File: src/rtl/miq_pkg.sv
// Shared constants, types and helpers for the middle-insert queue
package miq_pkg;

  localparam int HALF_DEPTH = 512;
  localparam int ID_WIDTH   = 16;
  localparam int ADDR_W     = (HALF_DEPTH > 1) ? $clog2(HALF_DEPTH) : 1;
  localparam int CNT_W      = $clog2(HALF_DEPTH + 1);

  // Opcodes
  localparam logic [1:0] OP_PUSH = 2'd0;
  localparam logic [1:0] OP_PRIO = 2'd1;
  localparam logic [1:0] OP_POP  = 2'd2;
  localparam logic [1:0] OP_NOP  = 2'd3;

  // Status codes
  localparam logic [1:0] ST_OK    = 2'd0;
  localparam logic [1:0] ST_EMPTY = 2'd1;
  localparam logic [1:0] ST_FULL  = 2'd2;

  typedef struct packed {
    logic [1:0]          opcode;
    logic [ID_WIDTH-1:0] item_id;
  } miq_in_t;

  typedef struct packed {
    logic [ID_WIDTH-1:0] leaving_id;
    logic [1:0]          status;
  } miq_out_t;

  // One ring RAM port bundle: one write and one read per cycle
  typedef struct packed {
    logic                we;
    logic [ADDR_W-1:0]   waddr;
    logic [ID_WIDTH-1:0] wdata;
    logic                re;
    logic [ADDR_W-1:0]   raddr;
  } miq_ram_req_t;

  // Ring index add; the offset is at most HALF_DEPTH, so the sum stays below
  // 2*HALF_DEPTH and one subtract wraps
  function automatic logic [ADDR_W-1:0] miq_wrap_add(input logic [ADDR_W-1:0] base,
                                                      input logic [CNT_W-1:0]  off);
    logic [CNT_W:0] sum;
    sum = {{(CNT_W + 1 - ADDR_W){1'b0}}, base} + {1'b0, off};
    if (sum >= (CNT_W + 1)'(HALF_DEPTH)) begin
      sum = sum - (CNT_W + 1)'(HALF_DEPTH);
    end
    return sum[ADDR_W-1:0];
  endfunction

  // Ring index step back by one
  function automatic logic [ADDR_W-1:0] miq_wrap_dec(input logic [ADDR_W-1:0] base);
    logic [ADDR_W-1:0] res;
    if (base == '0) begin
      res = ADDR_W'(HALF_DEPTH - 1);
    end else begin
      res = base - ADDR_W'(1);
    end
    return res;
  endfunction

endpackage

File: src/rtl/miq_ctrl.sv
// Queue sequencer: head/count registers, ring accesses and result register
module miq_ctrl
  import miq_pkg::*;
(
  input  logic                clk_i,
  input  logic                rst_ni,
  input  logic                start,
  output logic                busy,
  input  miq_in_t             in_i,
  output miq_ram_req_t        front_req_o,
  output miq_ram_req_t        back_req_o,
  input  logic [ID_WIDTH-1:0] front_rdata_i,
  input  logic [ID_WIDTH-1:0] back_rdata_i,
  output logic                result_valid_o,
  output miq_out_t            result_o
);

  typedef enum logic [1:0] {
    S_IDLE = 2'b01,
    S_EXEC = 2'b10
  } miq_state_e;

  miq_state_e          state_q, state_d;
  logic [1:0]          op_q;
  logic [ID_WIDTH-1:0] id_q;
  logic [ADDR_W-1:0]   front_head_q, front_head_d;
  logic [CNT_W-1:0]    front_count_q, front_count_d;
  logic [ADDR_W-1:0]   back_head_q, back_head_d;
  logic [CNT_W-1:0]    back_count_q, back_count_d;
  logic                result_valid_q, result_valid_d;
  miq_out_t            result_q, result_d;

  logic                accept;
  logic                full;
  logic                empty;
  logic                halves_even;
  logic [ADDR_W-1:0]   front_tail;
  logic [ADDR_W-1:0]   back_tail;
  logic [ADDR_W-1:0]   back_head_dec;

  assign accept        = start && (state_q == S_IDLE);
  assign busy          = (state_q != S_IDLE);
  assign full          = (front_count_q == CNT_W'(HALF_DEPTH));
  assign empty         = (front_count_q == '0);
  assign halves_even   = (front_count_q == back_count_q);
  assign front_tail    = miq_wrap_add(front_head_q, front_count_q);
  assign back_tail     = miq_wrap_add(back_head_q, back_count_q);
  assign back_head_dec = miq_wrap_dec(back_head_q);

  // Read both heads on the transfer; modify and write back in the next cycle
  always_comb begin
    state_d        = state_q;
    front_head_d   = front_head_q;
    front_count_d  = front_count_q;
    back_head_d    = back_head_q;
    back_count_d   = back_count_q;
    result_valid_d = 1'b0;
    result_d       = result_q;

    front_req_o       = '0;
    back_req_o        = '0;
    front_req_o.re    = accept;
    front_req_o.raddr = front_head_q;
    back_req_o.re     = accept;
    back_req_o.raddr  = back_head_q;

    unique case (state_q)
      S_IDLE: begin
        if (accept) begin
          state_d = S_EXEC;
        end
      end
      S_EXEC: begin
        state_d             = S_IDLE;
        result_valid_d      = 1'b1;
        result_d.leaving_id = '0;
        result_d.status     = ST_OK;
        priority if (op_q == OP_PUSH) begin
          if (full) begin
            result_d.status = ST_FULL;
          end else if (halves_even) begin
            // Append then move the back head forward; an empty back half forwards the id
            front_req_o.we    = 1'b1;
            front_req_o.waddr = front_tail;
            front_req_o.wdata = (back_count_q == '0) ? id_q : back_rdata_i;
            front_count_d     = front_count_q + CNT_W'(1);
            back_head_d       = miq_wrap_add(back_head_q, CNT_W'(1));
            if (back_count_q != '0) begin
              back_req_o.we    = 1'b1;
              back_req_o.waddr = back_tail;
              back_req_o.wdata = id_q;
            end
          end else begin
            back_req_o.we    = 1'b1;
            back_req_o.waddr = back_tail;
            back_req_o.wdata = id_q;
            back_count_d     = back_count_q + CNT_W'(1);
          end
        end else if (op_q == OP_PRIO) begin
          if (full) begin
            result_d.status = ST_FULL;
          end else if (front_count_q <= back_count_q) begin
            front_req_o.we    = 1'b1;
            front_req_o.waddr = front_tail;
            front_req_o.wdata = id_q;
            front_count_d     = front_count_q + CNT_W'(1);
          end else begin
            back_req_o.we    = 1'b1;
            back_req_o.waddr = back_head_dec;
            back_req_o.wdata = id_q;
            back_head_d      = back_head_dec;
            back_count_d     = back_count_q + CNT_W'(1);
          end
        end else if (op_q == OP_POP) begin
          if (empty) begin
            result_d.status = ST_EMPTY;
          end else begin
            result_d.leaving_id = front_rdata_i;
            front_head_d        = miq_wrap_add(front_head_q, CNT_W'(1));
            if (halves_even) begin
              // Refill the front tail from the back head
              front_req_o.we    = 1'b1;
              front_req_o.waddr = front_tail;
              front_req_o.wdata = back_rdata_i;
              back_head_d       = miq_wrap_add(back_head_q, CNT_W'(1));
              back_count_d      = back_count_q - CNT_W'(1);
            end else begin
              front_count_d = front_count_q - CNT_W'(1);
            end
          end
        end else begin
          result_d.status = ST_OK;
        end
      end
      default: begin
        state_d = S_IDLE;
      end
    endcase
  end

  // Control registers
  always_ff @(posedge clk_i or negedge rst_ni) begin
    if (!rst_ni) begin
      state_q        <= S_IDLE;
      front_head_q   <= '0;
      front_count_q  <= '0;
      back_head_q    <= '0;
      back_count_q   <= '0;
      result_valid_q <= 1'b0;
    end else begin
      state_q        <= state_d;
      front_head_q   <= front_head_d;
      front_count_q  <= front_count_d;
      back_head_q    <= back_head_d;
      back_count_q   <= back_count_d;
      result_valid_q <= result_valid_d;
    end
  end

  // Payload registers
  always_ff @(posedge clk_i) begin
    if (accept) begin
      op_q <= in_i.opcode;
      id_q <= in_i.item_id;
    end
    result_q <= result_d;
  end

  assign result_valid_o = result_valid_q;
  assign result_o       = result_q;

endmodule

File: config.mk
export PLATFORM = sky130hd
export DESIGN_NAME = miq_ctrl
export DESIGN_NICKNAME = d
export VERILOG_FILES = /design/src/rtl/miq_pkg.sv /design/src/rtl/miq_ctrl.sv
export SDC_FILE = /design/constraint.sdc
export NUM_CORES = 1
export LEC_CHECK = 0
export BUFFER_PORTS_ARGS = -buffer_cell sky130_fd_sc_hd__buf_2
export CELL_PAD_IN_SITES_DETAIL_PLACEMENT = 1
export CELL_PAD_IN_SITES_GLOBAL_PLACEMENT = 2
export CORE_MARGIN = 4
export CORE_UTILIZATION = 32
export CTS_CLUSTER_SIZE = 10
export DETAILED_ROUTE_END_ITERATION = 10
export GPL_ROUTABILITY_DRIVEN = 0
export HOLD_SLACK_MARGIN = 0.15
export PLACE_DENSITY_LB_ADDON = 0.1
export SETUP_SLACK_MARGIN = 0.2
export SYNTH_ARGS = -nofsm -noshare
export SYNTH_HDL_FRONTEND = slang
export SYNTH_SLANG_ARGS = --single-unit
File: constraint.sdc
create_clock -name clk_i -period 3.3 [get_ports clk_i]
set_clock_uncertainty 0.15 [all_clocks]
set_input_delay 0.66 -clock clk_i [delete_from_list [all_inputs] [get_ports clk_i]]
set_output_delay 0.66 -clock clk_i [all_outputs]
set_load 0.05 [all_outputs]
==> results.toml <==
[critical_path]
rr_worst_depth = 12
cpLargestDelayFamily = "simple AND/OR/NAND/NOR gates"
reg2reg_slack_ns = 0.26
cp.required_ns = 2.49
max_stage_delay_ns = 0.45
regToRegStartpoint = "front_count_q[1]"
cp_max_fo = 5
worstSetupPathType = "flip-flop to output port"
crit_chain = "inv_2 > ha_4 > nor4b_4 > nand2_2 > nor2_4 > nor2_2 > buf_6 > a21oi_4 > nor3_4 > buf_6 > buf_12 > a22o_4 > buf_8"
cp.depth = 13
setup.worst_path.start = "front_count_q[1]"
crit_slowest_cell = "dfrtp_2"
worst_setup_path_start_kind = "flip-flop"
cp_common_cell = "buf_6"
crit_buf_inv = 5
end_kind = "output port"
critPathArrivalTime_ns = 2.69
worstReg2RegEnd = "back_head_q[2]"

[power]
power.switching_w = 0.003166
pwr-share-seq = 0.207
p_comb_frac = 0.649
vdd_drop_max_mv = 0.4300
power_density_nw_per_um2 = 810.9
p_int_w = 0.003877
p_clk_frac = 0.145
p_leak_nw = 3.716
power_w = 0.007043
p_sw_frac = 0.4495

[layout]
drive_gt1_frac = 0.5417
final_nets = 877
finalInstanceArea_um2 = 8686
area_delta_synth_final_pct = 66.36
antenna_cells = 0
fillers = 1765
postLayoutCoreUtil = 0.5448

[floorplanning]
dieWidth_um = 135.7
rows = 46
start_util = 0.3275
ios = 145
core_um2 = 15940
fp.dieH_um = 135.7
fp.dieArea_um2 = 18420

[routing]
drt_iter0_drc = 195
vias = 5067
wirelength_mm = 19.98
viasPerCell = 5.027
first_pass_iters = 4
ant_nets = 0
drcViolationCount = 0
wl_per_cell_um = 19.82

[global_route]
grt_overflow = 0
grt_pass1_vias = 5535
grt_max_degree = 42
grt_use_total = 0.2123
grt_pass1_wl_mm = 30.13
antenna_found_initial = 0

[synthesis]
avgSynthCellArea_um2 = 9.741
yosysMostFrequentCell = "nor2_1"
synth_nets = 626
synth-seq-cells = 77
yosys_warnings = 0
synth_area_leaders = "edfxtp_1 (21%), dfrtp_1 (19%), ha_1 (8.4%)"
ys.flop_type = "dfrtp_1"
yosysUniqueCellTypes = 66
synth_top_cell_by_area = "edfxtp_1"
synth_commonest_cells = "nor2_1 (60), dfrtp_1 (40), edfxtp_1 (36)"
synthArstFlopShare = 0.5325
syn_area_um2 = 5221
ys_seq_area_frac = 0.4038
synth_edf_count = 36
synthCells = 536
yosysTopAreaCellShare = 0.2070

[placed_design]
place_area_um2 = 6999
hpwlAfterDp_mm = 14.32
numPortBuffers = 144

[clock_network]
clockBufferDepth = 2
clock-root-buffer = "clkbuf_16"
h-tree-depth = 3
clk_latency_ns = 0.35
cts_tree = "yes"
clk_pin_slew_ns = 0.06
hold_buffers = 0
cts_buffers = 9
cts.sinks = 77

[sta]
tightest_slew_ns = 1.071
finalMaxSlewViolations = 0
setup_viol = 50
fmax_ghz = 0.2857
timing.final.crit_share = 1.060
slew_headroom = 0.2858
hold_violations = 0
grt_setup_unrepaired = "yes"
fin_ws_ns = -0.1996
min_period_ns = 3.500

[outcome]
violations = "negative setup slack"
status = "finished with violations"

[hold_path]
hold_path_depth = 1
hp-start = "in_i[1]"
worstHoldPathType = "primary input to flip-flop"
hold_path_end = "id_q[1]"

[flow_run]
cap_violations = 0
how the worst max path moves through the flow:
stage	endpoint	slack, ns
after floorplan	front_req_o[31]	0.03
after global placement	front_req_o[28]	-0.01
after detailed placement	front_req_o[28]	-0.06
after CTS	front_req_o[14]	-0.17
after global routing	front_req_o[25]	-0.28
final	front_req_o[21]	-0.20
cell usage in the layout, fill, tap and decap left out, types with 6 or more instances in the layout:
master,count
and2_1,26
ha_4,16
clkbuf_16,10
inv_1,14
nand2_1,25
dfrtp_2,12
xor2_1,17
nand4_1,7
buf_2,92
ha_1,19
a21oi_2,7
inv_2,12
nor2_4,15
nor2_2,6
buf_8,24
buf_4,89
edfxtp_1,36
and3_1,9
xnor2_1,30
nand3_1,14
and2_4,9
a21oi_1,17
o21ai_0,11
nand2b_1,7
nor3_1,12
dfrtp_1,28
mux2i_1,7
buf_6,46
nor2_1,41
timing repair:
item | in CTS | in global routing
resized for setup | 228 | 26
gates cloned | 2 | 1
pin swaps | 31 | 20
buffers inserted | 28 | 6
setup endpoints to repair | 52 | 52
logic make-up after synthesis:
family	Yosys count	share of synthesized area
simple gates	215	0.2243
compound gates	101	0.1371
flops	77	0.4038
xor+xnor	50	0.08387
buf+inv	47	0.04194
fa+ha+maj	37	0.09154
mux	9	0.01749
flip-flops by register name, indices dropped and copies added (netlist names):
signal / count
result_o: 18
id_q: 16
back_count_q: 10
front_count_q: 10
back_head_q: 9
front_head_q: 9
op_q: 2
state_q: 2
result_valid_o: 1
metal layers:
layer / part of all wire / up-vias / GRT usage
li1: - / 2410 / -
met1: 0.42 / 2523 / 0.2543
met2: 0.51 / 115 / 0.3855
met3: 0.056 / 19 / 0.04495
met4: 0.013 / 0 / 0.05543
met5: 0 / - / 0
per-stage QoR:
step	instances	TNS (ns)	hold slack (ns)	worst slack [ns]
after floorplan	536	0	0.2144	0.03306
after global placement	955	-0.01984	0.3594	-0.01196
after detailed placement	955	-0.2225	0.3726	-0.05544
after CTS	1001	-4.878	0.3250	-0.1679
after global routing	1008	-9.762	0.3275	-0.2795
final	1008	-5.447	0.3378	-0.1996
layout make-up:
| class | count | area (um2) | share of cell area |
|---|---|---|---|
| Clock buffer | 10 | 229.0 | 0.02636 |
| Clock inverter | 6 | 63.81 | 0.007347 |
| Inverter | 28 | 111.4 | 0.01282 |
| Multi-Input combinational cell | 412 | 3701 | 0.4261 |
| Sequential cell | 77 | 2123 | 0.2445 |
| Tap cell | 216 | 270.3 | 0.03111 |
| Timing Repair Buffer | 259 | 2187 | 0.2518 |
power groups by stage:
stage / Clock (W) / Sequential (W) / Combinational [W]
4_1_cts: 0.00104 / 0.00144 / 0.00434
3_5_place_dp: 0 / 0.00142 / 0.00356
2_1_floorplan: 0 / 0.00174 / 0.00190
3_3_place_gp: 0 / 0.00141 / 0.00349
6_report: 0.00102 / 0.00146 / 0.00457
5_1_grt: 0.00107 / 0.00149 / 0.00491
Power figures use the tool's default switching activity.
